--- src/keyframe_linear_interpolator_core_macros.svh ---
// Assertion macros for the keyframe interpolator core.
// Expects clk and rst in the scope of each use; no other dependencies.
`ifndef KEYFRAME_LINEAR_INTERPOLATOR_CORE_MACROS_SVH
`define KEYFRAME_LINEAR_INTERPOLATOR_CORE_MACROS_SVH

// Same-cycle implication
`define KLI_ASSERT_NOW(lbl, ante, cons, msg) \
  lbl: assert property (@(posedge clk) disable iff (rst) (ante) |-> (cons)) \
    else $error(msg);

// Next-cycle implication
`define KLI_ASSERT_NEXT(lbl, ante, cons, msg) \
  lbl: assert property (@(posedge clk) disable iff (rst) (ante) |=> (cons)) \
    else $error(msg);

`endif

--- src/kli_pkg.sv ---
// Shared types and constants of the keyframe interpolator core.
// No dependencies; imported by every module of the block.
package kli_pkg;

  localparam int TIME_W    = 32;
  localparam int COORD_W   = 32;
  localparam int COORD_N   = 3;
  localparam int KEY_W     = TIME_W + COORD_N * COORD_W;
  localparam int RES_W     = COORD_N * COORD_W;
  localparam int RATIO_W   = 17;
  localparam int DIV_STEPS = 17;

  typedef enum logic [1:0] {
    OP_CLEAR  = 2'd0,
    OP_APPEND = 2'd1,
    OP_QUERY  = 2'd2
  } op_t;

  typedef enum logic [2:0] {
    S_IDLE,
    S_SCAN,
    S_FETCH_B,
    S_FETCH_A,
    S_DIV_START,
    S_DIV,
    S_BLEND,
    S_OUT
  } state_t;

  // key_time in the lowest bits, same order as the input beat
  typedef struct packed {
    logic [COORD_W-1:0] z;
    logic [COORD_W-1:0] y;
    logic [COORD_W-1:0] x;
    logic [TIME_W-1:0]  key_time;
  } key_t;

  typedef struct packed {
    logic              start;
    logic [TIME_W-1:0] offs;
    logic [TIME_W-1:0] span;
  } div_req_t;

endpackage

--- src/kli_blend.sv ---
// Two-stage blend of one coordinate: a + ratio*(b-a) in Q16, rounded and saturated.
// Depends on kli_pkg for widths.
module kli_blend (
  input  logic                               clk,
  input  logic                               rst,
  input  logic                               in_valid,
  input  logic signed [kli_pkg::COORD_W-1:0] a,
  input  logic signed [kli_pkg::COORD_W-1:0] b,
  input  logic [kli_pkg::RATIO_W-1:0]        ratio,
  output logic                               out_valid,
  output logic signed [kli_pkg::COORD_W-1:0] result
);
  import kli_pkg::*;

  localparam int DIFF_W = COORD_W + 1;
  localparam int PROD_W = DIFF_W + RATIO_W + 1;
  localparam int SUM_W  = PROD_W + 1;
  localparam int RND_W  = SUM_W - 16;

  logic signed [DIFF_W-1:0]  diff;
  logic signed [PROD_W-1:0]  prod_next;
  logic signed [PROD_W-1:0]  prod;
  logic signed [COORD_W-1:0] a1;
  logic                      v1;
  logic signed [SUM_W-1:0]   sum;
  logic signed [RND_W-1:0]   rnd;
  logic signed [COORD_W-1:0] sat;

  always_comb begin
    diff      = {b[COORD_W-1], b} - {a[COORD_W-1], a};
    prod_next = diff * $signed({1'b0, ratio});
    // bias by one half before the floor shift
    sum = $signed({{(SUM_W-COORD_W-16){a1[COORD_W-1]}}, a1, 16'b0})
        + $signed({prod[PROD_W-1], prod})
        + $signed(SUM_W'(32768));
    rnd = sum[SUM_W-1:16];
    if (rnd > $signed({{(RND_W-COORD_W+1){1'b0}}, {(COORD_W-1){1'b1}}})) begin
      sat = {1'b0, {(COORD_W-1){1'b1}}};
    end else if (rnd < $signed({{(RND_W-COORD_W+1){1'b1}}, {(COORD_W-1){1'b0}}})) begin
      sat = {1'b1, {(COORD_W-1){1'b0}}};
    end else begin
      sat = rnd[COORD_W-1:0];
    end
  end

  always_ff @(posedge clk) begin
    if (rst) begin
      v1        <= 1'b0;
      out_valid <= 1'b0;
    end else begin
      v1        <= in_valid;
      out_valid <= v1;
      if (in_valid) begin
        prod <= prod_next;
        a1   <= a;
      end
      if (v1) begin
        result <= sat;
      end
    end
  end

endmodule

--- config.mk ---
export PLATFORM = sky130hd
export DESIGN_NAME = kli_blend
export DESIGN_NICKNAME = d
export VERILOG_FILES = /design/src/keyframe_linear_interpolator_core_macros.svh /design/src/kli_pkg.sv /design/src/kli_blend.sv
export SDC_FILE = /design/constraint.sdc
export NUM_CORES = 2
export LEC_CHECK = 0
export BUFFER_PORTS_ARGS = -buffer_cell sky130_fd_sc_hd__buf_4
export CORE_MARGIN = 5
export CORE_UTILIZATION = 40
export DETAILED_ROUTE_END_ITERATION = 12
export PLACE_DENSITY = 0.58
export SETUP_SLACK_MARGIN = 0.2
export SLEW_MARGIN = 40
export SYNTH_ARGS = -nofsm -noshare
export SYNTH_HDL_FRONTEND = slang
export SYNTH_SLANG_ARGS = --single-unit
--- constraint.sdc ---
create_clock -name clk -period 10.2 [get_ports clk]
set_input_delay 2.04 -clock clk [delete_from_list [all_inputs] [get_ports clk]]
set_output_delay 2.04 -clock clk [all_outputs]
set_load 0.02 [all_outputs]
---- After elaboration in Yosys (flattened, before gate mapping) ----
Cells that the tools add are included.
cells by class
  add/sub/neg operators ................... 3
  multiply operators ...................... 1
  $lt $le $gt $ge ......................... 2
  muxes and demuxes ....................... 1
  bitwise logic cells ..................... 1
  reductions and logical operators ........ 2
operators by type and width
  cell                    number
  $add 48x51->52          1
  $add 52x17->52 const B  1
  $mul 33x18->51          1
  $gt 36x32->1 const B    1
  $lt 36x32->1 const B    1
  $sub 32x32->33          1
  $mux 32                 1
  $reduce_and 2->1        2
  $not 1->1               1
storage, ports and cells
  register bits after elaboration ......... 117
  word-level logic and storage cells ...... 15

---- Depth between registers and ports, before layout ----
  word-level depth ........................ 4
  gate-level depth with buffers ........... 36
  mapped depth without buffers ............ 33

---- Worst setup path before layout ----
Ideal clock, no wire load.
  path type ............................... input-to-reg
  start ................................... in b[0] (netlist bit)
  end ..................................... reg prod[49], data pin
  library setup time ...................... 0.135 ns
  arrival time ............................ 9.726 ns
  required time ........................... 10.065 ns
  path slack .............................. 0.339 ns
  stages on the path ...................... 31
  buffers on the path ..................... 2
  cells stage by stage .................... inv_1 > ha_1 > fa_1 > nor2b_1 > o21ai_1 > a21oi_1 > o2111ai_2 > a211oi_2 > o21ai_1 > and4_1 > nor3_2 > buf_2 > nand2_1 > fa_1 > fa_1 > fa_1 > inv_1 > fa_1 > fa_1 > inv_1 > fa_1 > inv_1 > ha_1 > clkbuf_1 > and3_1 > nand3_1 > or4_1 > o21ai_1 > o21ai_1 > or4b_1 > nand3_1
on the way
  word-level cells in the longest chain between the ends .. 2
ends and longest elaborated chain
  what                  line             RTL
  from (decl)           kli_blend.sv:8   input logic signed [kli_pkg::COORD_W-1:0] b,
  $sub 32x32->33        kli_blend.sv:30  diff = {b[COORD_W-1], b} - {a[COORD_W-1], a};
  $mul 33x18->51        kli_blend.sv:31  prod_next = diff * $signed({1'b0, ratio});
  via prod_next[49]     kli_blend.sv:21  logic signed [PROD_W-1:0] prod_next;
  to (signal assigned)  kli_blend.sv:54  prod <= prod_next;
  to (decl)             kli_blend.sv:22  logic signed [PROD_W-1:0] prod;
The timed path passes the listed nets, and every way through them passes these cells.
A chain may end at the register's enable or synchronous reset.

---- Worst setup path in the final report ----
  start ................................... in a[4] (netlist bit)
  end ..................................... reg prod[36], data pin
on the way
  word-level cells in the longest chain between the ends .. 2
ends and longest elaborated chain
  what               line             RTL
  from (decl)        kli_blend.sv:7   input logic signed [kli_pkg::COORD_W-1:0] a,
  $sub 32x32->33     kli_blend.sv:30
  $mul 33x18->51     kli_blend.sv:31
  via prod_next[36]  kli_blend.sv:21
The timed path passes the listed nets, and every way through them passes these cells.

==> run_results.csv <==
group,metric,value,unit
worst_setup_path,crit_top_cell,"fa_1",
cells_and_area,fin_util,0.457,
sta,tightest_slew,0.636,ns
global_routing,antenna_found_initial,0,
route,ant_nets,0,
worst_setup_path,cp-end-kind,"register",
synth,synth_xor_area_frac,0.0279,
floorplan,rows,98,
synth,async_reset_ff_frac,0,
cells_and_area,drive_gt1_frac,0.152,
route,drt_iter0_drc,1114,
placed_design,gp_congestion,0.885,
floorplan,dieHeight,278,um
synth,synth_cells,3210,
sta,slew_headroom,0.574,
floorplan,start_util,0.403,
sta,whs,0.472,ns
worst_setup_path,slowest_stage,"fa_1",
global_routing,grt_usage,0.200,
synth,ys_warn_count,0,
worst_setup_path,required,10.32,ns
route,wire_per_inst,17.7,um
route,route.detailed.drc,0,
synth,synth.distinct_cells,96,
route,wirelength,77100,um
placed_design,hpwl,65000,um
floorplan,core_area,71500,um2
sta,setup_slack,0.457,ns
worst_setup_path,critPathArrivalTime,9.86,ns
cts,cts.sinks,102,
synth,synth_area,28800,um2
placed_design,dp_slack,-0.355,ns
global_routing,grt_max_degree,69,
worst_setup_path,worstPathBufferInverterCount,10,
worst_hold_path,hold_class,"register to register",
cells_and_area,nFillCells,6895,
cts,clockBufferDepth,2,
global_routing,grt_pass1_wl,125000,um
synth,synth_nets,4014,
sta,setup_tns,0,ns
sta,finalHoldViolations,0,
cts,cts_root_buffer,"clkbuf_16",
sta,fin_skew,0.00645,ns
synth,synth_top_family_by_area,"adder cells",
cells_and_area,area_growth,13.5,%
global_routing,grt_overflow,0,
sta,finalCritPeriodShare,0.955,
sta,setup_violations,0,
synth,synth_simple_gate_area_frac,0.164,
sta,rsz0062_at_grt,"true",
floorplan,io-pin-count,117,
synth,ys_seq_area_frac,0.106,
cts,cts_hold_buf,0,
outcome,status,"finished, final reports clean",
synth,synth_flop_cell,"edfxtp_1",
synth,ys_ff_latch,102,
route,firstDrtPassIters,5,
cells_and_area,final_net_count,4207,
synth,synthAdderAreaFrac,0.452,
cells_and_area,antenna_cells,0,
sta,slew_violations,0,
synth,synthMuxAreaShare,0.0319,
cts,insertion_delay,0.37,ns
worst_setup_path,cpPeakStageDelay,0.56,ns
synth,synth_edf_count,100,
cts,cts_tree,"done",
worst_setup_path,startpoint_type,"input port",
sta,clock.fmax,0.103,GHz
floorplan,dieArea,77500,um2
sta,final.min_clock_period,9.74,ns
cts,cts_buffers,9,
synth,avgSynthCellArea,8.98,um2
route,vias,21900,
worst_setup_path,path_delay_family,"adder cells",
placed_design,portBuffers,116,
worst_setup_path,cp_max_fo,5,
global_routing,grt_pass1_vias,22700,
route,viasPerCell,5.04,
cts,htreeDepth,3,
synth,synth_compound_area_frac,0.100,
worst_setup_path,setup.worst_path.class,"input port to register",
job,maxCapViolations,0,
floorplan,die_x,278,um
cts,path_clk_slew,0.07,ns
==> synthesized netlist by cell type (14+ instances only) <==
cell type  number  area, um2
nand2_1       422       1580
a211oi_1       16        120
mux2_2         27        304
nor2_1         64        240
xnor2_1        57        499
mux2i_1        40        400
a31oi_1        21        131
o21a_1         14        105
inv_1         698       2620
mux2_1         19        214
a21oi_2        35        307
ha_1          184       2300
buf_4          14        105
xor2_1         33        289
o21ai_0        44        220
and3_1         27        169
clkbuf_1      131        492
a21oi_1        88        440
nand4_1        32        200
fa_1          536      10700
and2_1        162       1010
nand2b_1      100        626
o21ai_1        18       90.1
o21bai_1       16        120
nand3_1        42        210
edfxtp_1      100       3000
buf_2          15       75.1
nor2b_1        28        175
nand3b_1       18        135
a21o_1         56        420
==> flip-flops by register name, summed over array words and instances, names as in the netlist <==
signal / cells
out_valid: 1
v1: 1
result: 32
a1: 32
prod: 36
==> cells by family after synthesis <==
kind of cell               Yosys count
DFF                                102
AOI/OAI and AO/OA                  394
buffers and inverters              872
and+or+nand+nor                    945
muxes                               86
adders and majority gates          720
xor gates and xnor gates            91
==> layout by cell type, fill, tap and decap left out, types with 15 or more instances in the layout <==
cell type	n
inv_1	698
fa_1	534
nand2_1	421
buf_4	338
ha_1	178
and2_1	162
nand2b_1	100
edfxtp_1	100
a21oi_1	82
nor2_1	61
a21o_1	54
xnor2_1	54
a21oi_2	41
nand3_1	40
o21ai_0	39
mux2i_1	38
nand4_1	32
xor2_1	32
mux2_2	27
and3_1	26
nor2b_1	25
mux2_1	19
nand3b_1	18
o21ai_1	17
a31oi_1	17
o21bai_1	15
a211oi_1	15
==> layout make-up <==
| cell class | instances | area, um2 | share of cell area |
|---|---|---|---|
| Clock buffer | 10 | 229 | 0.00700 |
| Clock inverter | 6 | 60.1 | 0.00184 |
| Inverter | 699 | 2620 | 0.0803 |
| Multi-Input combinational cell | 2236 | 22700 | 0.694 |
| Sequential cell | 102 | 3040 | 0.0931 |
| Tap cell | 950 | 1190 | 0.0364 |
| Timing Repair Buffer | 355 | 2850 | 0.0871 |
==> worst reg2reg max path: cells and delay by family, from the launching register on <==
kind | cells | cell delay (ns)
AND/OR/NAND/NOR | 3 | 0.83
AO/OA/AOI/OAI | 5 | 1.21
buffers and inverters | 1 | 0.46
flip-flops | 1 | 0.38
adder cells (fa/ha/maj) | 1 | 0.46
XOR/XNOR | 1 | 0.13
==> through the flow <==
step	instance area, um2	std cells
floorplan	28800	3210
global placement	32000	4339
detailed placement	32000	4339
CTS	32300	4355
global route	32700	4358
finish	32700	4358
==> path summary, 6_finish.rpt <==
kind,from,end,slack (ns),cells after the start
worst min register to register,v1,out_valid,0.47,1
worst max-delay path,a[4],prod[36],0.46,35
worst min-delay path,v1,out_valid,0.47,1
worst max register to register,prod[33],result[0],6.46,11
==> routing by layer <==
layer | vias to the layer above | part of all wire | GRT usage
met5 | - | 0 | 0
met4 | 0 | 0.016 | 0.0374
met3 | 67 | 0.055 | 0.0226
met2 | 559 | 0.46 | 0.326
met1 | 11000 | 0.47 | 0.291
li1 | 10300 | - | -
==> timing repair <==
action | 4_1_cts | 5_1_grt
endpoints found under the hold margin | 0 | 0
gates resized for setup | 4 | 63
buffers inserted | 0 | 2
cloned | 0 | 0
pin swaps | 0 | 27
setup endpoints to repair | 8 | 20
Power is left out: the tool's default activity adds up to more than one toggle a clock period on the data nets, which glitch-free logic cannot reach.
