`src/keyframe_linear_interpolator_core_macros.svh`:
```
// Assertion macros for the keyframe interpolator core.
// Expects clk and rst in the scope of each use; no other dependencies.
`ifndef KEYFRAME_LINEAR_INTERPOLATOR_CORE_MACROS_SVH
`define KEYFRAME_LINEAR_INTERPOLATOR_CORE_MACROS_SVH

// Same-cycle implication
`define KLI_ASSERT_NOW(lbl, ante, cons, msg) \
  lbl: assert property (@(posedge clk) disable iff (rst) (ante) |-> (cons)) \
    else $error(msg);

// Next-cycle implication
`define KLI_ASSERT_NEXT(lbl, ante, cons, msg) \
  lbl: assert property (@(posedge clk) disable iff (rst) (ante) |=> (cons)) \
    else $error(msg);

`endif

```
`src/kli_pkg.sv`:
```
// Shared types and constants of the keyframe interpolator core.
// No dependencies; imported by every module of the block.
package kli_pkg;

  localparam int TIME_W    = 32;
  localparam int COORD_W   = 32;
  localparam int COORD_N   = 3;
  localparam int KEY_W     = TIME_W + COORD_N * COORD_W;
  localparam int RES_W     = COORD_N * COORD_W;
  localparam int RATIO_W   = 17;
  localparam int DIV_STEPS = 17;

  typedef enum logic [1:0] {
    OP_CLEAR  = 2'd0,
    OP_APPEND = 2'd1,
    OP_QUERY  = 2'd2
  } op_t;

  typedef enum logic [2:0] {
    S_IDLE,
    S_SCAN,
    S_FETCH_B,
    S_FETCH_A,
    S_DIV_START,
    S_DIV,
    S_BLEND,
    S_OUT
  } state_t;

  // key_time in the lowest bits, same order as the input beat
  typedef struct packed {
    logic [COORD_W-1:0] z;
    logic [COORD_W-1:0] y;
    logic [COORD_W-1:0] x;
    logic [TIME_W-1:0]  key_time;
  } key_t;

  typedef struct packed {
    logic              start;
    logic [TIME_W-1:0] offs;
    logic [TIME_W-1:0] span;
  } div_req_t;

endpackage

```
`src/kli_div.sv`:
```
// Restoring divider for the blend ratio: floor(offs * 2^16 / span), one bit a cycle.
// Requires offs <= span and span > 0. Depends on kli_pkg.
module kli_div (
  input  logic                         clk,
  input  logic                         rst,
  input  kli_pkg::div_req_t            req,
  output logic                         done,
  output logic [kli_pkg::RATIO_W-1:0]  quot
);
  import kli_pkg::*;

  localparam int STEP_W = $clog2(DIV_STEPS);

  logic [TIME_W:0]   rem;
  logic [TIME_W-1:0] span;
  logic [STEP_W-1:0] step;
  logic              busy;
  logic              fits;
  logic [TIME_W:0]   rem_sub;

  always_comb begin
    fits    = rem >= {1'b0, span};
    rem_sub = fits ? (rem - {1'b0, span}) : rem;
  end

  always_ff @(posedge clk) begin
    if (rst) begin
      busy <= 1'b0;
      done <= 1'b0;
    end else begin
      done <= 1'b0;
      if (req.start) begin
        busy <= 1'b1;
        step <= '0;
        rem  <= {1'b0, req.offs};
        span <= req.span;
        quot <= '0;
      end else if (busy) begin
        quot <= {quot[RATIO_W-2:0], fits};
        rem  <= {rem_sub[TIME_W-1:0], 1'b0};
        step <= step + STEP_W'(1);
        if (step == STEP_W'(DIV_STEPS - 1)) begin
          busy <= 1'b0;
          done <= 1'b1;
        end
      end
    end
  end

endmodule

```
`config.mk`:
```
export PLATFORM = sky130hd
export DESIGN_NAME = kli_div
export DESIGN_NICKNAME = d
export VERILOG_FILES = /design/src/keyframe_linear_interpolator_core_macros.svh /design/src/kli_pkg.sv /design/src/kli_div.sv
export SDC_FILE = /design/constraint.sdc
export NUM_CORES = 1
export LEC_CHECK = 0
export BUFFER_PORTS_ARGS = -buffer_cell sky130_fd_sc_hd__buf_4
export CAP_MARGIN = 20
export CELL_PAD_IN_SITES_DETAIL_PLACEMENT = 1
export CELL_PAD_IN_SITES_GLOBAL_PLACEMENT = 1
export CORE_ASPECT_RATIO = 1.2
export CORE_UTILIZATION = 28
export DETAILED_ROUTE_END_ITERATION = 7
export GPL_TIMING_DRIVEN = 0
export HOLD_SLACK_MARGIN = 0.15
export PLACE_DENSITY_LB_ADDON = 0.1
export SYNTH_ARGS = -nofsm -noshare
export SYNTH_HDL_FRONTEND = slang
export SYNTH_SLANG_ARGS = --single-unit
```
`constraint.sdc`:
```
create_clock -name clk -period 7.45 [get_ports clk]
set_clock_uncertainty 0.1 [all_clocks]
set_input_delay 1.49 -clock clk [delete_from_list [all_inputs] [get_ports clk]]
set_output_delay 1.49 -clock clk [all_outputs]
set_load 0.005 [all_outputs]
```
After elaboration in Yosys (flattened, before gate mapping):

Index checks and enable logic that the tools add are counted.

* bits in registers: 89
* bits of input ports: 67
* output and inout port bits: 18
* logic and storage cells: 26

* add/subtract/negate cells: 2
* order comparisons: 1
* eq/ne operators: 1
* mux-type cells: 9
* bitwise operators: 2
* reductions and logical operators: 4

Operators by type and width (count)
* 32-bit two-way mux: 2
* 33-bit by 32-bit greater-or-equal comparator with 1-bit output: 1
* 33-bit two-way mux: 1
* 32-bit subtractor: 1
* 17-bit two-way mux: 1
* 5-bit by 1-bit adder with 5-bit output, second input constant: 1
* 5-bit equality test, second input constant: 1
* 5-bit two-way mux: 1
* 1-bit two-way mux: 4
* 2-bit AND reduction: 2
* 3-bit OR reduction: 1
* 1-bit NOT: 2
* 2-bit nonzero test: 1

Depth between registers and ports, before layout:

Gate-level depths: netlist of the first run.

* word-level depth: 4
* mapped depth: 13

Least setup slack after synthesis of the first run:

No wires, ideal clock.

* kind: input port to flip-flop
* from: input req[64] (netlist bit)
* to: register quot[0] (netlist bit), enable pin
* data arrival time: 4.459 ns
* required time: 6.881 ns
* slack: 2.421 ns
* stages: 4
* path buffers: 2
* path through: clkbuf_1 -> clkbuf_1 -> nor2_1 -> nor2_1

* cells in the longest elaborated chain, start to end: 2

Ends and longest elaborated chain
* start, declared: RTL line kli_div.sv:6 `input kli_pkg::div_req_t req,`
* 2-bit nonzero test (no line)
* 2-bit AND reduction (no line)
* end signal, assigned: RTL line kli_div.sv:39 `quot <= {quot[RATIO_W-2:0], fits};`
* end, declared: RTL line kli_div.sv:8 `output logic [kli_pkg::RATIO_W-1:0] quot`

No other way between the ends.
A chain may end at the register's enable or synchronous reset.

Worst setup path after layout of the first run:

* from: input req[64] (netlist bit)
* to: register rem[16], enable pin

* cells in the longest elaborated chain, start to end: 2

Ends and longest elaborated chain
* 2-bit nonzero test (no line)
* 2-bit AND reduction (no line)
* end signal, assigned: RTL line kli_div.sv:35 `rem <= {1'b0, req.offs};`
* end signal, assigned: RTL line kli_div.sv:40 `rem <= {rem_sub[TIME_W-1:0], 1'b0};`
* end, declared: RTL line kli_div.sv:14 `logic [TIME_W:0] rem;`

No other way between the ends.

==> metrics.log, run 1 <==
[metrics] most repeated cell in the gate-level netlist after synthesis: sky130_fd_sc_hd__edfxtp_1
[metrics] outcome: finished clean
[metrics] number of remaining DRC errors: 0
[metrics] via count of the first global-routing pass: 4747
[metrics] standard cell core area: 19600 sq um
[metrics] Final Net Count: 740
[metrics] arrival time at the worst endpoint: 3.76 ns
[metrics] diodes inserted: 0
[metrics] CTS buffer count: 9
[metrics] total placed instance area: 6680 sq um
[metrics] Top FF cell, synth: sky130_fd_sc_hd__edfxtp_1
[metrics] final setup violation count: 0
[metrics] number of pins with negative max-slew slack in the final report: 0
[metrics] setup repair after global routing missed its margin: false
[metrics] Synth async-reset ratio: 0%
[metrics] number of nets produced by synthesis: 642
[metrics] Worst Hold Class: reg -> reg
[metrics] cts hold-fix bufs: 0
[metrics] final antenna-violating net count: 0
[metrics] count of cells along the worst register-to-register path: 9
[metrics] root cell of the clock tree: sky130_fd_sc_hd__clkbuf_16
[metrics] Req. time, crit path: 7.41 ns
[metrics] synth top area cells: sky130_fd_sc_hd__edfxtp_1 (46%), sky130_fd_sc_hd__ha_1 (7.6%), sky130_fd_sc_hd__a21oi_1 (4.6%)
[metrics] max-cap violation count: 0
[metrics] global-route wire length before repair: 25700 microns
[metrics] worst setup path endpoint: rem[16]$_DFFE_PP_
[metrics] fraction of synthesized cell area taken by the top area cell type: 46.5%
[metrics] cell area after synthesis: 5620 sq um
[metrics] total of cells resized after clock tree synthesis: 0
[metrics] DRC marker count from the first detailed-route iteration: 155
[metrics] number of enable flip-flop cells after synthesis: 87
[metrics] worst voltage drop across the vdd grid: 0.000101 V
[metrics] final period demand of the worst path: 3.81 ns
[metrics] critical path fanouts, max: 22
[metrics] placed wire-length estimate after detailed placement: 12600 microns
[metrics] post-CTS setup buffer count: 0
[metrics] floorplan die height: 157 microns
[metrics] TNS Setup: 0 ns
[metrics] Worst Setup Path Type: in -> reg
[metrics] global placement routability congestion: 0.804
[metrics] Non-Filler Instances: 904
[metrics] Worst-path clk slew: 0.08 ns
[metrics] Syn Area/Cell: 10.4 sq um
[metrics] Cell variety after synth: 64
[metrics] maximum frequency from static timing analysis: 263 MHz
[metrics] origin of the worst setup path: req[64]
[metrics] worst-case register-to-register setup slack: 3.94 ns
[metrics] ratio of final minimum period to clock period: 51.1%
[metrics] overall die area: 20700 sq um
[metrics] proportion of layout cells with a drive suffix above 1: 22.4%
[metrics] startpoint kind of the worst setup timing path: input pin
[metrics] CTS tree: built
[metrics] pin count of the biggest net entering global routing: 23
[metrics] Commonest cells post-synth: sky130_fd_sc_hd__edfxtp_1 (87), sky130_fd_sc_hd__a21oi_1 (52), sky130_fd_sc_hd__inv_1 (44)
[metrics] Area growth, synth to finish: 23.7%
[metrics] buffers added on ports: 84
[metrics] capturing element type of the critical path: register
[metrics] FP Rows: 56
[metrics] top cell type by total area after synthesis: sky130_fd_sc_hd__edfxtp_1
[metrics] sum of overflow across all layers after global routing: 0
[metrics] routed via count divided by cell count: 4.88
[metrics] dpl ws: 3.17 ns
[metrics] Routed wire per std cell: 17.7 microns
[metrics] Mapped Cells: 540
[metrics] reg-to-reg critical path endpoint: rem[17]$_DFFE_PP_
[metrics] clock sink total: 89
[metrics] antenna violations before repair: 0
[metrics] detailed-route wire length: 16000 microns
[metrics] Leak Pwr: 2.81 nW
[metrics] overall via count from detail_route: 4407
[metrics] count of placed standard cells including taps: 888
[metrics] area of all placed cells without fillers: 6960 sq um
[metrics] boundary pin count: 85
[metrics] start of the worst register-to-register path: rem[16]$_DFFE_PP_
[metrics] fraction of the yosys area taken by sequential cells: 47.2%
[metrics] pin slew with the least headroom to its limit: 0.734 ns
[metrics] overall power after layout: 0.00159 W
[metrics] Hold Vio Cnt, Final: 0
[metrics] Tot GR Track Use: 16.3%
[metrics] ratio of total power to cell area: 229 nW/um^2
[metrics] buffer depth of the longest clock path: 2
[metrics] total number of H-tree levels: 3
[metrics] clock latency at the later pin of the worst-skew pair: 0.36 ns
[metrics] synthesis-stage register bit count: 89
[metrics] relative slew slack: 51.0%
[metrics] number of detailed-route iterations in the first pass: 4
[metrics] Yosys warning count: 0
[metrics] setup ws final: 3.64 ns
[metrics] overall die width: 131 microns
[metrics] Initial Util: 28.7%
layer usage:
layer | share of wire, % | GRT usage, %
met5 | 0 | 0
met1 | 45 | 19.5
met3 | 2.6 | 2.80
met2 | 50 | 29.5
met4 | 2.0 | 5.98
registers in the layout (all words and copies together), names as in the netlist:
register / count
quot: 17
done: 1
busy: 1
rem: 33
step: 5
span: 32
report_power, final:
group	internal, W	switching, W
Sequential	0.000607	0.0000203
Clock	0.000229	0.000214
Combinational	0.000222	0.000299
final cells by class:
| cell class | instances | area, sq um |
|---|---|---|
| timing repair buffer | 87 | 713 |
| tap | 261 | 327 |
| buffer | 24 | 155 |
| fill | 2233 | 12700 |
| clock inverter | 7 | 53.8 |
| sequential | 89 | 2650 |
| inverter | 44 | 165 |
| clock buffer | 9 | 225 |
| multi-input combinational | 383 | 2670 |
critical path, cell delays in order:
cell and delay (ns):
sky130_fd_sc_hd__buf_4 0.08, sky130_fd_sc_hd__clkbuf_1 0.43, sky130_fd_sc_hd__clkbuf_1 0.62, sky130_fd_sc_hd__nor2_1 0.17, sky130_fd_sc_hd__nor2_4 0.51, sky130_fd_sc_hd__buf_16 0.24
sky130_fd_sc_hd__buf_16 0.19
layout by cell type, fill, tap and decap left out, drive strengths merged, types with 5 or more instances in the layout:
| master | instances |
|---|---|
| xnor2 | 12 |
| a211oi | 6 |
| clkbuf | 19 |
| mux2 | 16 |
| nand4 | 7 |
| nor4 | 7 |
| inv | 46 |
| o21a | 5 |
| edfxtp | 87 |
| nand2 | 38 |
| a21oi | 53 |
| o21bai | 5 |
| a21o | 16 |
| ha | 34 |
| and3 | 5 |
| nand3 | 12 |
| buf | 101 |
| nor2b | 22 |
| o21ai | 29 |
| nor2 | 37 |
| nor3 | 11 |
| xor2 | 12 |
metrics by stage:
step	hold slack, ns	utilization, %
final	0.402	35.5
after global routing	0.423	35.5
after CTS	0.404	35.5
after detailed placement	0.380	34.0
after global placement	0.371	33.5
after floorplan	0.360	-
how the worst min path moves through the flow:
stage                     from               to  slack [ns]  cells past startpoint
6_report       busy$_SDFF_PP0_  done$_SDFF_PP0_        0.40                      1
5_1_grt        busy$_SDFF_PP0_  done$_SDFF_PP0_        0.42                      1
4_1_cts        busy$_SDFF_PP0_  done$_SDFF_PP0_        0.40                      1
3_5_place_dp   busy$_SDFF_PP0_  done$_SDFF_PP0_        0.38                      1
3_3_place_gp   busy$_SDFF_PP0_  done$_SDFF_PP0_        0.37                      1
2_1_floorplan  busy$_SDFF_PP0_  done$_SDFF_PP0_        0.36                      1
logic make-up after synthesis:
group	after synthesis	share of synthesized area [%]
AND/OR/NAND/NOR	162	15.3
AO/OA/AOI/OAI	143	16.5
flip-flops	89	47.2
buffers and inverters	68	5.70
adder cells (fa/ha/maj)	35	7.92
XOR/XNOR	24	3.74
multiplexers	19	3.74
No activity file was read; power rests on OpenSTA's default activity.
==> run 2: changes to the inputs <==
- clock period: 7.45 -> 3.92 ns (I/O delays scaled with it)
==> metrics.log, run 2 (same netlist as run 1, synthesis figures left out) <==
[metrics] arrival time at the worst endpoint: 3.58 ns
[metrics] start of the worst register-to-register path: rem[16]$_DFFE_PP_
[metrics] count of placed standard cells including taps: 888
[metrics] cell occurring most often along the worst timing path: sky130_fd_sc_hd__o21ai_0
[metrics] cell with the biggest individual delay on the critical path: sky130_fd_sc_hd__clkbuf_1
[metrics] proportion of layout cells with a drive suffix above 1: 22.4%
[metrics] fill cell instance count of the final layout: 2223
[metrics] diodes inserted: 0
[metrics] DRC marker count from the first detailed-route iteration: 116
[metrics] worst voltage drop across the vdd grid: 0.000202 V
[metrics] buffer depth of the longest clock path: 2
[metrics] global placement routability congestion: 0.833
[metrics] leading cell types in the layout, fill and taps excluded: sky130_fd_sc_hd__buf_4 (91), sky130_fd_sc_hd__edfxtp_1 (87), sky130_fd_sc_hd__a21oi_1 (52)
[metrics] register ranked first by flip-flop count: rem
[metrics] net switching power: 0.000999 W
[metrics] cts hold-fix bufs: 0
[metrics] Non-Filler Instances: 904
[metrics] overall die area: 20700 sq um
[metrics] switching part of the total: 32.5%
[metrics] origin of the worst min-delay path: busy$_SDFF_PP0_
[metrics] count of cells along the worst register-to-register path: 9
[metrics] total of cells resized after clock tree synthesis: 0
[metrics] clock sink total: 89
[metrics] final period demand of the worst path: 3.57 ns
[metrics] part of the total power dissipated in the clock network: 28.7%
[metrics] overall die width: 131 microns
[metrics] hold path endpoint: done$_SDFF_PP0_
[metrics] Area growth, synth to finish: 24.0%
[metrics] internal portion of total power: 0.00207 W
[metrics] clock latency at the later pin of the worst-skew pair: 0.35 ns
[metrics] worst-case register-to-register setup slack: 0.35 ns
[metrics] capturing element type of the critical path: register
[metrics] Worst Hold Class: reg -> reg
[metrics] global-route wire length before repair: 25700 microns
[metrics] root cell of the clock tree: sky130_fd_sc_hd__clkbuf_16
[metrics] number of instances on the worst hold path: 1
[metrics] placed wire-length estimate after detailed placement: 12700 microns
[metrics] FP Rows: 56
[metrics] floorplan die height: 157 microns
[metrics] multi-input combinational cell area: 2670 sq um
[metrics] overall power after layout: 0.00307 W
[metrics] Worst Setup Path Type: reg -> reg
[metrics] Flop pwr share: 38.9%
[metrics] routed via count divided by cell count: 4.94
[metrics] critical path fanouts, max: 10
[metrics] detailed-route wire length: 16200 microns
[metrics] ratio of final minimum period to clock period: 91.1%
[metrics] Leak Pwr: 2.83 nW
[metrics] buffers added on ports: 84
[metrics] number of pins with negative max-slew slack in the final report: 0
[metrics] Req. time, crit path: 3.93 ns
[metrics] boundary pin count: 85
[metrics] standard cell core area: 19600 sq um
[metrics] sum of overflow across all layers after global routing: 0
[metrics] relative slew slack: 49.1%
[metrics] Seq. cell area: 2650 sq um
[metrics] final antenna-violating net count: 0
[metrics] via count of the first global-routing pass: 4768
[metrics] pin slew with the least headroom to its limit: 0.763 ns
[metrics] Final Net Count: 740
[metrics] ratio of total power to cell area: 440 nW/um^2
[metrics] Hold Vio Cnt, Final: 0
[metrics] maximum frequency from static timing analysis: 280 MHz
[metrics] total number of H-tree levels: 3
[metrics] pin count of the biggest net entering global routing: 23
[metrics] number of detailed-route iterations in the first pass: 4
[metrics] post-CTS setup buffer count: 0
[metrics] top flop regs: rem (33), span (32), quot (17)
[metrics] TNS Setup: 0 ns
[metrics] startpoint kind of the worst setup timing path: register
[metrics] overall via count from detail_route: 4468
[metrics] area of all placed cells without fillers: 6970 sq um
[metrics] antenna violations before repair: 0
[metrics] combinational fraction of design power: 32.4%
[metrics] total placed instance area: 6680 sq um
[metrics] max-cap violation count: 0
[metrics] setup repair after global routing missed its margin: false
[metrics] Worst-path clk slew: 0.07 ns
[metrics] peak per-stage delay on the critical path: 0.57 ns
[metrics] CTS buffer count: 9
[metrics] Routed wire per std cell: 18.0 microns
[metrics] outcome: finished clean
[metrics] Initial Util: 28.7%
[metrics] number of remaining DRC errors: 0
[metrics] CTS tree: built
[metrics] Tot GR Track Use: 16.3%
[metrics] Largest register FFs: 33
[metrics] reg-to-reg critical path endpoint: rem[17]$_DFFE_PP_
[metrics] commonest non-fill, non-tap cell in the layout: sky130_fd_sc_hd__buf_4
[metrics] final setup violation count: 0
[metrics] cell chain of the critical path: ha_1 -> a21oi_1 -> o21ai_0 -> a221oi_2 -> o22ai_1 -> nor3_2 -> clkbuf_1 -> o21ai_0 -> mux2_2
run 2: stage by stage:
stage / util, % / hold WS, ns / setup slack (ns)
2_1_floorplan: - / 0.360 / 0.521
3_3_place_gp: 33.6 / 0.371 / -1.17
3_5_place_dp: 34.0 / 0.388 / 0.346
4_1_cts: 35.5 / 0.397 / 0.327
5_1_grt: 35.5 / 0.424 / 0.187
6_report: 35.5 / 0.393 / 0.348
run 2: worst max path at each step:
stage                            from               endpoint  cells after the start
global placement              req[64]     span[17]$_DFFE_PP_                      4
global route        rem[19]$_DFFE_PP_      rem[22]$_DFFE_PP_                     10
floorplan                     req[64]  quot[0]$_SDFFCE_PP0P_                      4
finish              rem[16]$_DFFE_PP_      rem[17]$_DFFE_PP_                      9
detailed placement  rem[14]$_DFFE_PP_      rem[17]$_DFFE_PP_                      9
CTS                 rem[19]$_DFFE_PP_      rem[17]$_DFFE_PP_                     10
run 2: cell type report:
cell class	count	area share, %
Multi-Input combinational cell	383	38.2
Sequential cell	89	38.0
Timing Repair Buffer	87	10.2
Tap cell	261	4.68
Clock buffer	9	3.23
Inverter	44	2.37
Buffer	24	2.23
Clock inverter	7	0.987
run 2: power groups by stage:
stage	Combinational (W)	Sequential (W)	Clock, W
final	0.000994	0.00119	0.000881
after global routing	0.00110	0.00120	0.000934
after CTS	0.00101	0.00120	0.000910
after detailed placement	0.00100	0.00122	0
after global placement	0.000975	0.00122	0
after floorplan	0.000681	0.00120	0
run 2: worst max-delay path: cells and delay by family, from the launching register on:
| kind | cells | cell delay, ns |
|---|---|---|
| AOI/OAI and AO/OA | 5 | 1.20 |
| DFF | 1 | 0.39 |
| adders and majority gates | 1 | 0.41 |
| muxes | 1 | 0.29 |
| buffers and inverters | 1 | 0.57 |
| and+or+nand+nor | 1 | 0.37 |
run 2: routing by layer:
| metal | track usage [%] | vias to the layer above | part of all wire (%) |
|---|---|---|---|
| li1 | - | 2172 | - |
| met1 | 19.0 | 2178 | 44 |
| met5 | 0 | - | 0 |
| met4 | 7.81 | 0 | 2.8 |
| met3 | 2.25 | 27 | 2.8 |
| met2 | 29.5 | 91 | 51 |
